<file path="config.mk">
export PLATFORM = sky130hd
export DESIGN_NAME = idll_ctrl
export DESIGN_NICKNAME = d
export VERILOG_FILES = /design/src/hdl/indexed_doubly_linked_lists_defines.svh /design/src/hdl/idll_pkg.sv /design/src/hdl/idll_ctrl.sv
export SDC_FILE = /design/constraint.sdc
export NUM_CORES = 1
export LEC_CHECK = 0
export BUFFER_PORTS_ARGS = -buffer_cell sky130_fd_sc_hd__clkbuf_2
export CAP_MARGIN = 40
export CORE_MARGIN = 1
export CORE_UTILIZATION = 40
export CTS_CLUSTER_DIAMETER = 80
export DETAILED_ROUTE_END_ITERATION = 6
export PLACE_DENSITY_LB_ADDON = 0.12
export SLEW_MARGIN = 30
export SYNTH_ARGS = -nofsm -noshare
export SYNTH_HDL_FRONTEND = slang
export SYNTH_SLANG_ARGS = --single-unit
</file>
<file path="constraint.sdc">
create_clock -name clk -period 2.1 [get_ports clk]
set_input_delay 0.63 -clock clk [delete_from_list [all_inputs] [get_ports clk]]
set_output_delay 0.63 -clock clk [all_outputs]
set_load 0.02 [all_outputs]
</file>
<file path="src/hdl/indexed_doubly_linked_lists_defines.svh">
// ----------------------------------------------------------------------------
// Indexed doubly linked lists: assertion macros
// Shared concurrent assertion forms, clocked on clk and disabled in reset.
// ----------------------------------------------------------------------------
`ifndef INDEXED_DOUBLY_LINKED_LISTS_DEFINES_SVH
`define INDEXED_DOUBLY_LINKED_LISTS_DEFINES_SVH

// The consequent must hold in the same cycle as the antecedent.
`define IDLL_ASSERT_NOW(label, ante, cons, msg) \
  label: assert property (@(posedge clk) disable iff (!rst_n) (ante) |-> (cons)) \
    else $error(msg);

// The consequent must hold in the cycle after the antecedent.
`define IDLL_ASSERT_NEXT(label, ante, cons, msg) \
  label: assert property (@(posedge clk) disable iff (!rst_n) (ante) |=> (cons)) \
    else $error(msg);

`endif

</file>
<file path="src/hdl/idll_pkg.sv">
// ----------------------------------------------------------------------------
// Indexed doubly linked lists: package
// Field widths, command codes, datapath operation codes and the command and
// status structures between controller and datapath.
// ----------------------------------------------------------------------------
package idll_pkg;

  localparam int CMD_W  = 2;
  localparam int ELEM_W = 8;
  localparam int LIST_W = 4;
  localparam int LEN_W  = 9;

  localparam int DEF_NUM_ELEMENTS = 256;
  localparam int DEF_NUM_LISTS    = 16;

  localparam logic [CMD_W-1:0] CMD_APPEND    = 2'd0;
  localparam logic [CMD_W-1:0] CMD_REMOVE    = 2'd1;
  localparam logic [CMD_W-1:0] CMD_CLEAR     = 2'd2;
  localparam logic [CMD_W-1:0] CMD_CLEAR_ALL = 2'd3;

  localparam int OP_W = 4;
  localparam logic [OP_W-1:0] OP_NOP     = 4'd0;
  localparam logic [OP_W-1:0] OP_INIT    = 4'd1;
  localparam logic [OP_W-1:0] OP_CAPTURE = 4'd2;
  localparam logic [OP_W-1:0] OP_A_RD    = 4'd3;
  localparam logic [OP_W-1:0] OP_A_LINK  = 4'd4;
  localparam logic [OP_W-1:0] OP_A_ELEM  = 4'd5;
  localparam logic [OP_W-1:0] OP_R_RD    = 4'd6;
  localparam logic [OP_W-1:0] OP_R_LINK  = 4'd7;
  localparam logic [OP_W-1:0] OP_R_ELEM  = 4'd8;
  localparam logic [OP_W-1:0] OP_C_RD    = 4'd9;
  localparam logic [OP_W-1:0] OP_C_START = 4'd10;
  localparam logic [OP_W-1:0] OP_C_WALK  = 4'd11;
  localparam logic [OP_W-1:0] OP_C_FIN   = 4'd12;
  localparam logic [OP_W-1:0] OP_Q_RD    = 4'd13;
  localparam logic [OP_W-1:0] OP_Q_OUT   = 4'd14;

  typedef struct packed {
    logic [OP_W-1:0] op;
  } dp_cmd_t;

  typedef struct packed {
    logic [CMD_W-1:0] cmd;
    logic             list_ok;
    logic             elem_ok;
    logic             walk_more;
    logic             last_list;
    logic             init_last;
    logic             out_free;
  } dp_status_t;

endpackage

</file>
<file path="src/hdl/idll_ctrl.sv">
// ----------------------------------------------------------------------------
// Indexed doubly linked lists: controller
// Sequences the reset sweep, each command's table accesses and the report.
// ----------------------------------------------------------------------------
module idll_ctrl (
  input  logic                 clk,
  input  logic                 rst_n,
  input  logic                 in_valid,
  output logic                 in_ready,
  input  idll_pkg::dp_status_t st_i,
  output idll_pkg::dp_cmd_t    cmd_o
);
  import idll_pkg::*;

  localparam logic [3:0] S_INIT    = 4'd0;
  localparam logic [3:0] S_IDLE    = 4'd1;
  localparam logic [3:0] S_DISP    = 4'd2;
  localparam logic [3:0] S_A_LINK  = 4'd3;
  localparam logic [3:0] S_A_ELEM  = 4'd4;
  localparam logic [3:0] S_R_LINK  = 4'd5;
  localparam logic [3:0] S_R_ELEM  = 4'd6;
  localparam logic [3:0] S_C_RD    = 4'd7;
  localparam logic [3:0] S_C_START = 4'd8;
  localparam logic [3:0] S_C_WALK  = 4'd9;
  localparam logic [3:0] S_Q_RD    = 4'd10;
  localparam logic [3:0] S_Q_OUT   = 4'd11;

  logic [3:0] state_r;
  logic [3:0] state_nxt;

  assign in_ready = state_r == S_IDLE;

  always_comb begin
    state_nxt = state_r;
    cmd_o.op  = OP_NOP;
    case (state_r)
      S_INIT: begin
        cmd_o.op = OP_INIT;
        if (st_i.init_last) begin
          state_nxt = S_IDLE;
        end
      end
      S_IDLE: begin
        if (in_valid) begin
          cmd_o.op  = OP_CAPTURE;
          state_nxt = S_DISP;
        end
      end
      S_DISP: begin
        case (st_i.cmd)
          CMD_CLEAR_ALL: begin
            cmd_o.op  = OP_C_RD;
            state_nxt = S_C_START;
          end
          CMD_CLEAR: begin
            if (st_i.list_ok) begin
              cmd_o.op  = OP_C_RD;
              state_nxt = S_C_START;
            end else begin
              state_nxt = S_Q_OUT;
            end
          end
          CMD_APPEND: begin
            if (!st_i.list_ok) begin
              state_nxt = S_Q_OUT;
            end else if (st_i.elem_ok) begin
              cmd_o.op  = OP_A_RD;
              state_nxt = S_A_LINK;
            end else begin
              cmd_o.op  = OP_Q_RD;
              state_nxt = S_Q_OUT;
            end
          end
          CMD_REMOVE: begin
            if (!st_i.list_ok) begin
              state_nxt = S_Q_OUT;
            end else if (st_i.elem_ok) begin
              cmd_o.op  = OP_R_RD;
              state_nxt = S_R_LINK;
            end else begin
              cmd_o.op  = OP_Q_RD;
              state_nxt = S_Q_OUT;
            end
          end
          default: begin
            state_nxt = S_Q_OUT;
          end
        endcase
      end
      S_A_LINK: begin
        cmd_o.op  = OP_A_LINK;
        state_nxt = S_A_ELEM;
      end
      S_A_ELEM: begin
        cmd_o.op  = OP_A_ELEM;
        state_nxt = S_Q_RD;
      end
      S_R_LINK: begin
        cmd_o.op  = OP_R_LINK;
        state_nxt = S_R_ELEM;
      end
      S_R_ELEM: begin
        cmd_o.op  = OP_R_ELEM;
        state_nxt = S_Q_RD;
      end
      S_C_RD: begin
        cmd_o.op  = OP_C_RD;
        state_nxt = S_C_START;
      end
      S_C_START: begin
        cmd_o.op  = OP_C_START;
        state_nxt = S_C_WALK;
      end
      S_C_WALK: begin
        if (st_i.walk_more) begin
          cmd_o.op = OP_C_WALK;
        end else begin
          cmd_o.op = OP_C_FIN;
          if (st_i.cmd == CMD_CLEAR_ALL && !st_i.last_list) begin
            state_nxt = S_C_RD;
          end else if (st_i.list_ok) begin
            state_nxt = S_Q_RD;
          end else begin
            state_nxt = S_Q_OUT;
          end
        end
      end
      S_Q_RD: begin
        cmd_o.op  = OP_Q_RD;
        state_nxt = S_Q_OUT;
      end
      S_Q_OUT: begin
        if (st_i.out_free) begin
          cmd_o.op  = OP_Q_OUT;
          state_nxt = S_IDLE;
        end
      end
      default: begin
        state_nxt = S_INIT;
      end
    endcase
  end

  always_ff @(posedge clk) begin
    if (!rst_n) begin
      state_r <= S_INIT;
    end else begin
      state_r <= state_nxt;
    end
  end

endmodule

</file>
Word level (Yosys, flattened, before mapping)
Cells that the tools add are included.

operators by class
  eq/ne operators = 18
  mux-type cells = 23
  reduce and logical (&&, ||, !) cells = 6

operator list
  kind                                                                   count
  4-bit 2-to-1 mux                                                       15
  4-bit one-hot mux with 12 select lines                                 1
  4-bit one-hot mux with 11 select lines                                 1
  4-bit one-hot mux with 4 select lines                                  2
  4-bit by 3-bit equality test with 1-bit output, second input constant  4
  4-bit equality test, second input constant                             4
  4-bit by 2-bit equality test with 1-bit output, second input constant  2
  2-bit != test, second input constant                                   4
  2-bit equality test, second input constant                             2
  4-bit by 1-bit equality test with 1-bit output, second input constant  1
  4-bit zero test                                                        1
  2-bit 2-to-1 mux                                                       2
  4-bit AND reduction                                                    1
  3-bit 2-to-1 mux                                                       1
  2-bit by 1-bit equality test with 1-bit output, second input constant  1
  2-bit zero test                                                        1
  2-bit OR reduction                                                     1
  1-bit logical AND                                                      1
  1-bit zero test                                                        1
  1-bit 2-to-1 mux                                                       1

word-level totals
  bits of input ports = 11
  logic and storage cells = 48
  register bits after elaboration = 4

Logic depth before layout (Yosys ltp)
  depth after elaboration = 5
  mapped depth = 6

Worst setup path after synthesis
Ideal clock, no wire load.

  kind = input to output
  from = input port st_i[4] (netlist bit)
  to = output port cmd_o[3] (netlist bit)
  stages on the path = 4
  arrival = 1.403 ns
  path slack = 0.067 ns
  cells stage by stage = nand2b_1 > a21oi_1 > o21ai_0 > o21ai_0

RTL lines
  item             RTL line         source
  start, declared  idll_ctrl.sv:10  input idll_pkg::dp_status_t st_i,
  end, declared    idll_ctrl.sv:11  output idll_pkg::dp_cmd_t cmd_o

==> results.tsv <==
stage	metric	value	unit
routing	drt_drc_violations_left	0	
sta	setup_violation_total_in_the_final_timing_report	1	
yosys	synth.top_cells.by_count	9 x sky130_fd_sc_hd__a21oi_1, 7 x sky130_fd_sc_hd__nor2_1, 6 x sky130_fd_sc_hd__nand2_1	
yosys	synth_top_cell_area_share	0.1255	
yosys	synth.top_cells.by_area	sky130_fd_sc_hd__dfxtp_1 13%, sky130_fd_sc_hd__buf_6 8.8%, sky130_fd_sc_hd__a21oi_1 7.1%	
routing	dr.first_iter.drc_count	12	
sta	max_slew.worst_pin.slew	242.0	ps
final_layout	regMostFlops	state_r	
global_route	grt_usage	0.2135	
global_route	pin_count_of_the_biggest_net_entering_global_routing	15	
yosys	synth-edff-count	0	
final_layout	filler_cell_count	162	
place	preCtsSetupSlack	-91.45	ps
yosys	yosys_most_used_dff	sky130_fd_sc_hd__dfxtp_1	
yosys	syn-cell-area	638.1	µm²
run_status	violated_checks	negative setup slack	
flow_run	max_capacitance_violation_total	0	
critical_path	setup.worst_path.end_class	primary output	
sta	timing.final.max_slew_violations	0	
die	top_level_ports	16	
pwr	p_seq_frac	0.191	
routing	drt_wl_total	1.692	mm
global_route	first_global_vias	666	
worst_hold_path	worst_hold_path_type	in2reg	
global_route	grt_antenna_before_repair	0	
final_layout	largest_reg_flops	4	
sta	final_min_period_over_clock_period	1.017	
critical_path	worst-endpoint-arrival	1510	ps
die	floorplan.core_area	1506	µm²
routing	detail_route.wirelength.met1	813	µm
routing	met3WireLength	56	µm
pwr	swShare	0.4603	
sta	hold_viol_final	0	
final_layout	p_r_area_growth_vs_syn	32.75	%
pwr	irDropWorstVdd	0.4696	mV
cts	htreeDepth	1	
yosys	syn_nets	97	
critical_path	critical_path_peak_fanout	2	
sta	finalCriticalPeriod	2137	ps
routing	dr_total_vias	705	
yosys	synthDistinctLibCells	41	
die	initial_utilization	0.4236	
place	detailedPlacementHpwl	1.283	mm
run_status	outcome	finished, violations left	
critical_path	category_of_the_critical_setup_timing_path	in2out	
place	gp_routability_congestion	0.8220	
cts	cts-buffers-inserted	3	
sta	clock-skew-final	3.843	ps
routing	top_signal_layer_used	met3	
global_route	globalRoute.totalOverflow	0	
routing	wl_met2	822	µm
die	die-area	1759	µm²
sta	setup_repair_after_global_routing_missed_its_margin	yes	
cts	cts-root-to-sink-buffers	2	
yosys	library_cell_occupying_the_most_area_in_the_post_synthesis_netlist	sky130_fd_sc_hd__dfxtp_1	
cts	clock_latency	230	ps
place	port-buffer-count	15	
routing	average_wire_per_cell_in_the_routed_design	13.32	µm
die	die_height	41.94	µm
cts	cts-root-buf	sky130_fd_sc_hd__clkbuf_4	
routing	route.detailed.vias_per_inst	5.551	
cts	tritoncts_clock_tree	yes	
yosys	synth_cells	86	
pwr	p_leak	0.3596	nW
sta	timing.max_slew.rel_slack	0.8372	
critical_path	critical_path.startpoint_type	primary input	
die	die_w	41.94	µm
global_route	grt_first_pass_wirelength	2.967	mm
yosys	yosysWarnings	0	
final_layout	layout_cells_sized_above_1	0.4595	
critical_path	required	1470	ps
final_layout	postLayoutCoreUtil	0.5623	
yosys	ys_ff_latch	4	
routing	drt-pass1-iter-count	6	
final_layout	diodes	0	
final_layout	registers_with_the_most_flip_flops	state_r: 4 flops	
pwr	cellInternalPower	0.4474	mW
yosys	synth.avg_cell_area	7.420	µm²
yosys	synthMostInstantiatedCell	sky130_fd_sc_hd__a21oi_1	
pwr	switching_pwr	0.3816	mW
yosys	ys_seq_area_frac	0.1255	
sta	setup_ws	-36.70	ps
sta	max_freq	468.0	MHz
pwr	power_per_cell_area	978.7	nW/µm²
pwr	clk_pwr_share	0.112	
pwr	share_comb_of_total_power	0.697	
final_layout	nets	124	
yosys	asyncSetResetFlopFracSynth	0	
routing	route.antenna.remaining_nets	0	
die	fp-row-count	14	
cts	cts.clk_slew.worst_paths	30	ps
cts	clock_sinks	4	
==> placed cells by master, fill, tap and decap left out, types with 2 or more instances in the layout <==
cell	count
sky130_fd_sc_hd__dfxtp_2	2
sky130_fd_sc_hd__o211ai_1	2
sky130_fd_sc_hd__nand2b_1	4
sky130_fd_sc_hd__nand2_1	6
sky130_fd_sc_hd__inv_1	2
sky130_fd_sc_hd__a21oi_1	8
sky130_fd_sc_hd__clkbuf_2	9
sky130_fd_sc_hd__buf_4	17
sky130_fd_sc_hd__o21ai_1	4
sky130_fd_sc_hd__nor2_1	6
sky130_fd_sc_hd__mux2i_1	2
sky130_fd_sc_hd__nand2b_4	2
sky130_fd_sc_hd__nor2_2	2
sky130_fd_sc_hd__nand3_1	3
sky130_fd_sc_hd__nor2b_1	2
sky130_fd_sc_hd__nand3b_1	2
sky130_fd_sc_hd__a31oi_1	2
sky130_fd_sc_hd__a22oi_2	2
sky130_fd_sc_hd__clkbuf_4	3
sky130_fd_sc_hd__nor4_1	2
sky130_fd_sc_hd__buf_2	2
==> repair_timing <==
action,in CTS,in global routing
setup buffers,1,0
resized for setup,7,18
setup endpoints to repair,4,5
pin swaps,1,0
hold buffers,0,0
==> worst paths after layout <==
kind                            slack (ps)         end  cells after the start  startpoint
worst max-delay path                   -40    cmd_o[2]                      6     st_i[0]
worst min-delay path                   660  state_r[3]                      2       rst_n
worst max register to register         650  state_r[0]                      5  state_r[0]
worst min register to register         700  state_r[1]                      4  state_r[2]
==> stage by stage <==
step / area [µm²] / std cells / TNS, ps / hold WS [ps] / total power [mW]
after floorplan: 638.1 / 86 / 0 / 633.2 / 0.5578
after global placement: 752.0 / 123 / -120.4 / 740.3 / 0.6776
after detailed placement: 752.0 / 123 / -100.9 / 734.1 / 0.6807
after CTS: 809.5 / 127 / -52.17 / 660.8 / 0.8021
after global routing: 847.1 / 127 / -84.48 / 669.8 / 0.9020
final: 847.1 / 127 / -36.70 / 664.8 / 0.8290
==> worst max-delay path, cell delays in order <==
cell	delay, ps
sky130_fd_sc_hd__buf_8	90
sky130_fd_sc_hd__nand2b_4	130
sky130_fd_sc_hd__a22oi_2	150
sky130_fd_sc_hd__nor2_1	60
sky130_fd_sc_hd__a221o_1	300
sky130_fd_sc_hd__clkbuf_8	150
==> logic make-up (layout without fill, tap and decap cells) <==
logic type      count (synthesis)  after routing  synth area share
xor+xnor                        1              1           0.01373
buf+inv                        10             35            0.1470
compound gates                 34             34            0.3765
simple gates                   35             35            0.3059
mux                             2              2           0.03137
flops                           4              4            0.1255
==> metal layers <==
| layer | track usage | up-vias |
|---|---|---|
| met5 | 0 | - |
| met2 | 0.3500 | 14 |
| met1 | 0.2747 | 318 |
| li1 | - | 373 |
| met4 | 0.04516 | 0 |
| met3 | 0.06522 | 0 |
==> power by group through the flow <==
stage	logic, mW	clock network [mW]	registers, mW
finish	0.578	0.0928	0.158
global route	0.635	0.106	0.162
CTS	0.551	0.0966	0.154
detailed placement	0.534	0	0.146
global placement	0.532	0	0.146
floorplan	0.448	0	0.110
==> final cells by class <==
class	count	area, µm²	area share
multi-input combinational	72	499.2	0.5894
timing repair buffer	30	211.5	0.2496
sequential	4	86.33	0.1019
clock buffer	3	22.52	0.02659
tap	16	20.02	0.02363
inverter	2	7.507	0.008863
Note: power is estimated with default switching activity, not from simulation.
